==> src/sv/biquad_filter_with_fir4_mode_assert.svh <==
// ----------------------------------------------------------------------------
// biquad filter assertion macros
// shared property templates for the filter's concurrent checks
// ----------------------------------------------------------------------------
`ifndef BIQUAD_FILTER_WITH_FIR4_MODE_ASSERT_SVH
`define BIQUAD_FILTER_WITH_FIR4_MODE_ASSERT_SVH

// same-cycle implication, disabled during reset
`define BQF4_ASSERT_IMP(label, clk, rst_n, ante, cons) \
  label: assert property (@(posedge clk) disable iff (!(rst_n)) (ante) |-> (cons)) \
    else $error("bqf4 check failed");

// next-cycle implication, disabled during reset
`define BQF4_ASSERT_NXT(label, clk, rst_n, ante, cons) \
  label: assert property (@(posedge clk) disable iff (!(rst_n)) (ante) |=> (cons)) \
    else $error("bqf4 check failed");

`endif

==> src/sv/bqf4_pkg.sv <==
// ----------------------------------------------------------------------------
// bqf4_pkg
// register map, mode codes and tap cell control type
// ----------------------------------------------------------------------------
`default_nettype none

package bqf4_pkg;

  localparam int unsigned APB_ADDR_W = 5;
  localparam int unsigned APB_DATA_W = 32;

  typedef enum logic [2:0] {
    REG_FILTER_MODE = 3'd0,
    REG_FF_COEF0    = 3'd1,
    REG_FF_COEF1    = 3'd2,
    REG_FF_COEF2    = 3'd3,
    REG_FF_COEF3    = 3'd4,
    REG_FB_COEF1    = 3'd5,
    REG_FB_COEF2    = 3'd6
  } reg_idx_e;

  localparam logic MODE_BIQUAD = 1'b0;
  localparam logic MODE_FIR4   = 1'b1;

  // load: take the tap input, fire: register coef * held tap
  typedef struct packed {
    logic load;
    logic fire;
  } tap_ctl_t;

endpackage

`default_nettype wire

==> src/sv/bqf4_tap_cell.sv <==
// ----------------------------------------------------------------------------
// bqf4_tap_cell
// one delay-line tap: holds a sample and forms its weighted product
// ----------------------------------------------------------------------------
`default_nettype none

module bqf4_tap_cell #(
  parameter int SAMPLE_WIDTH = 24,
  parameter int COEF_WIDTH   = 24
) (
  input  wire                                        clk_i,
  input  wire                                        rst_ni,
  input  bqf4_pkg::tap_ctl_t                         ctl_i,
  input  wire  signed [SAMPLE_WIDTH-1:0]             tap_i,
  input  wire  signed [COEF_WIDTH-1:0]               coef_i,
  output logic signed [SAMPLE_WIDTH-1:0]             tap_o,
  output logic signed [SAMPLE_WIDTH+COEF_WIDTH-1:0]  prod_o
);

  localparam int PROD_W = SAMPLE_WIDTH + COEF_WIDTH;

  logic signed [SAMPLE_WIDTH-1:0] tap_q;
  logic signed [PROD_W-1:0]       prod_d, prod_q;

  assign prod_d = tap_q * coef_i;

  // history starts from zero
  always_ff @(posedge clk_i or negedge rst_ni) begin
    if (!rst_ni) begin
      tap_q <= '0;
    end else if (ctl_i.load) begin
      tap_q <= tap_i;
    end
  end

  always_ff @(posedge clk_i) begin
    if (ctl_i.fire) begin
      prod_q <= prod_d;
    end
  end

  assign tap_o  = tap_q;
  assign prod_o = prod_q;

endmodule

`default_nettype wire

==> config.mk <==
export PLATFORM = sky130hd
export DESIGN_NAME = bqf4_tap_cell
export DESIGN_NICKNAME = d
export VERILOG_FILES = /design/src/sv/biquad_filter_with_fir4_mode_assert.svh /design/src/sv/bqf4_pkg.sv /design/src/sv/bqf4_tap_cell.sv
export SDC_FILE = /design/constraint.sdc
export NUM_CORES = 2
export LEC_CHECK = 0
export BUFFER_PORTS_ARGS = -buffer_cell sky130_fd_sc_hd__buf_2
export CAP_MARGIN = 5
export CORE_MARGIN = 2
export CORE_UTILIZATION = 65
export CTS_BUF_LIST = sky130_fd_sc_hd__clkbuf_8
export DETAILED_ROUTE_END_ITERATION = 6
export HOLD_SLACK_MARGIN = 0.03
export PLACE_DENSITY = 0.82
export SLEW_MARGIN = 5
export SYNTH_ARGS = -nofsm -noshare
export SYNTH_HDL_FRONTEND = slang
export SYNTH_SLANG_ARGS = --single-unit
export TNS_END_PERCENT = 50
==> constraint.sdc <==
create_clock -name clk_i -period 21.1 [get_ports clk_i]
set_input_delay 1.055 -clock clk_i [delete_from_list [all_inputs] [get_ports clk_i]]
set_output_delay 1.055 -clock clk_i [all_outputs]
set_load 0.01 [all_outputs]
After elaboration in Yosys (flattened, before gate mapping)
Cells that the tools add are included.
{"block": "totals", "word_cells": 3, "out_inout_bits": 72, "reg_bits": 72}
{"block": "op_classes", "mul": 1}
{"operator": "multiplier 24 x 24 -> 48 bit", "count": 1}

Longest topological paths before layout
{"block": "depth", "word_depth": 1, "mapped_depth": 27, "ltp_nobuf": 25}

Worst setup path before layout
OpenSTA, ideal clock, no wires.
{"block": "synth_timing", "kind": "input to register", "start": "in coef_i[1]", "end": "reg prod_q[47] (netlist: prod_o[47]), data pin", "setup_ps": 259, "path_slack_ps": 13479, "path_buffers": 2, "t_arrival_ps": 7361, "cell_stages": 21, "path_cell_list": "clkbuf_1 and2_1 fa_1 fa_1 inv_1 fa_1 inv_1 fa_1 fa_1 fa_1 fa_1 ha_1 clkbuf_1 nand2_1 nor2_1 a211oi_1 o21ai_0 a41oi_1 o221ai_1 a21oi_1 xnor2_1"}
{"block": "synth_between", "elab_chain_len": 1}
{"item": "from (decl)", "line_no": "bqf4_tap_cell.sv:15", "rtl": "input wire signed [COEF_WIDTH-1:0] coef_i,"}
{"item": "multiplier 24 x 24 -> 48 bit", "line_no": "bqf4_tap_cell.sv:25", "rtl": "assign prod_d = tap_q * coef_i;"}
{"item": "named net prod_d[47]", "line_no": "bqf4_tap_cell.sv:23", "rtl": "logic signed [PROD_W-1:0] prod_d, prod_q;"}
{"item": "to (signal assigned)", "line_no": "bqf4_tap_cell.sv:38", "rtl": "prod_q <= prod_d;"}
{"item": "to (decl)", "line_no": "bqf4_tap_cell.sv:23"}
The timed path passes the listed nets, and every way through them passes these cells.
A chain may end at the register's enable or synchronous reset.

Final worst setup path
{"block": "layout_timing", "start": "in coef_i[0]", "end": "reg prod_q[43] (netlist: prod_o[43]), data pin"}
The elaborated chain is that of the path after synthesis.

==> impl_metrics.json <==
{
  "finClkSkew_ps": 20.9,
  "seq_area_um2": 2040,
  "ios": 124,
  "rows": 69,
  "synth_mux_area_frac": 0.0115,
  "yosys.area_share.simple": 0.139,
  "multi_input_area_um2": 18700,
  "grt_pass1_vias": 19000,
  "drc": 0,
  "die_y_um": 194,
  "tightest_slew_ps": 1160,
  "grt_pass1_wl_mm": 97.5,
  "synth_cell_types": 60,
  "synth_warnings": 0,
  "crit_type": "in -> reg",
  "place.gp.congestion": 0.912,
  "synth_fp_nets": 3166,
  "reg2reg_to": "prod_o[43]",
  "period_share": 0.395,
  "fin_area_um2": 24500,
  "ys_ff_latch": 72,
  "rr_worst_depth": 22,
  "netlist_instances": 2373,
  "grt_util_all_layers": 0.337,
  "post_dp_cell_area_um2": 24300,
  "rsz0062_at_grt": "no",
  "insertion_delay_ps": 450,
  "grt-ovfl-total": 0,
  "reg2reg_from": "tap_o[23]",
  "synth_top_family_by_area": "adder cells",
  "clock_sinks": 72,
  "async_flop_share": 0.333,
  "synth_adder_area_share": 0.591,
  "cts_tree": "yes",
  "synthesis.area_um2": 23400,
  "cts_repair_resize_count": 0,
  "port-buffer-count": 123,
  "max_freq_mhz": 120,
  "relSlewSlack": 0.226,
  "status": "complete, no violations",
  "synth-xor-area-share": 0.0206,
  "cp.arrival_ps": 8550,
  "dieArea_um2": 37500,
  "start_util": 0.660,
  "clockBufferDepth": 2,
  "dr.first_iter.drc_count": 1275,
  "drt-total-wl_mm": 59.2,
  "wl_per_cell_um": 20.5,
  "synth-seq-area-share": 0.0872,
  "via_count": 16700,
  "hold_ws_ps": 599,
  "fin_tns_setup_ps": 0,
  "diodes": 0,
  "fin_nets": 3207,
  "finalHoldViolCount": 0,
  "antenna_found_initial": 0,
  "h-tree-depth": 3,
  "end_kind": "flop",
  "syn2layout_area_growth_pct": 4.63,
  "ys.flop_type": "edfxtp_1",
  "regToRegSetupSlack_ps": 13040,
  "die_w_um": 194,
  "syn_area_per_cell_um2": 9.87,
  "synth_edf_count": 48,
  "synth_compound_area_frac": 0.0391,
  "drive_gt1_frac": 0.0831,
  "startpoint_type": "input port",
  "first_pass_iters": 5,
  "grt_max_degree": 49,
  "hold_buffers": 0,
  "root_buffer": "clkbuf_8",
  "nFillCells": 2603,
  "min_path_type": "in -> async",
  "drv_cap": 0,
  "cp.required_ps": 21300,
  "core_um2": 35500,
  "setup_viol": 0,
  "postRouteAntennaNets": 0,
  "finalMaxSlewViolations": 0,
  "crit_path_max_fanout": 24,
  "numCtsBuffers": 9,
  "path_clk_slew_ps": 100,
  "via_per_inst": 5.80,
  "min_period_ps": 8340,
  "hpwl_mm": 47.5,
  "post_cts_buffers": 0
}
## worst max-delay path, stage by stage
cell and delay, ps:
buf_2 300, nand2_1 150, inv_1 150, fa_1 560, fa_1 730, inv_1 240
fa_1 540, inv_1 50, fa_1 480, fa_1 570, fa_1 430, fa_1 440
ha_1 410, a21oi_1 340, o21ai_0 300, a211oi_1 660, nand2_1 140, o21bai_2 230
o21ai_4 90, a2111oi_2 410, nor2_1 110, xor2_1 150
## how the worst max path moves through the flow
stage / to / startpoint / cells after the start / slack, ps
after floorplan: prod_o[47] / coef_i[1] / 21 / 13480
after global placement: prod_o[43] / coef_i[1] / 21 / 12520
after detailed placement: prod_o[43] / coef_i[1] / 21 / 12380
after CTS: prod_o[43] / coef_i[1] / 21 / 12850
after global routing: prod_o[43] / coef_i[0] / 24 / 12290
final: prod_o[43] / coef_i[0] / 22 / 12760
## final cells by class
cell class	instances	share of cell area
Clock inverter	7	0.00301
Inverter	593	0.0909
Clock buffer	9	0.00506
Timing Repair Buffer	136	0.0291
Tap cell	461	0.0235
Multi-Input combinational cell	1602	0.765
Sequential cell	72	0.0834
## registers in the layout (all words and copies together), names as in the netlist
name	count
prod_o	48
tap_o	24
## synthesized netlist by cell type, drive strengths merged, types with 3 or more instances
master	instances	share of area
edfxtp	48	0.062
a21oi	46	0.010
mux2	24	0.012
and2	275	0.073
nand4	6	0.0016
buf	7	0.0013
ha	134	0.072
xor2	15	0.0056
clkbuf	99	0.016
xnor2	40	0.015
o211ai	4	0.0013
a211o	3	0.0012
dfrtp	24	0.026
o31ai	3	0.0012
o21ai	22	0.0052
nor3	3	0.00086
a21o	23	0.0075
inv	592	0.095
o21bai	4	0.0016
nand2b	11	0.0029
nand3	8	0.0021
fa	607	0.52
nor2	35	0.0057
a31oi	4	0.0013
nand2	305	0.049
a211oi	6	0.0021
## layout by cell type, fill, tap and decap left out, types with 3 or more instances in the layout
master    instances
xor2_1           15
a31oi_1           3
ha_1            134
a21oi_1          44
mux2_2           24
o211ai_1          4
buf_4            13
nand2_1         304
fa_1            607
nand3_1           6
clkbuf_8          9
buf_2           123
nand2b_1         11
and2_1          275
o21ai_1           7
edfxtp_1         48
a21o_1           21
inv_1           592
dfrtp_1          24
a211oi_1          5
nor2_1           34
o21ai_0          14
nand4_1           6
xnor2_1          40
## per-layer routing
layer  part of all wire  track usage
met3              0.076       0.0600
met2               0.52        0.582
met1               0.33        0.394
met5                  0            0
met4              0.072        0.210
## kinds of logic after synthesis
logic type	after synthesis
compound gates	130
xor+xnor	55
fa+ha+maj	741
buf+inv	699
flops	72
mux	24
simple gates	652
## metrics by stage
step,worst slack (ps),std cells,util
2_1_floorplan,13480,2373,-
3_3_place_gp,12520,2864,0.685
3_5_place_dp,12380,2864,0.685
4_1_cts,12850,2880,0.690
5_1_grt,12290,2880,0.690
6_report,12760,2880,0.690
Power is left out: the tool's default activity adds up to more than one toggle a clock period on the data nets, which glitch-free logic cannot reach.
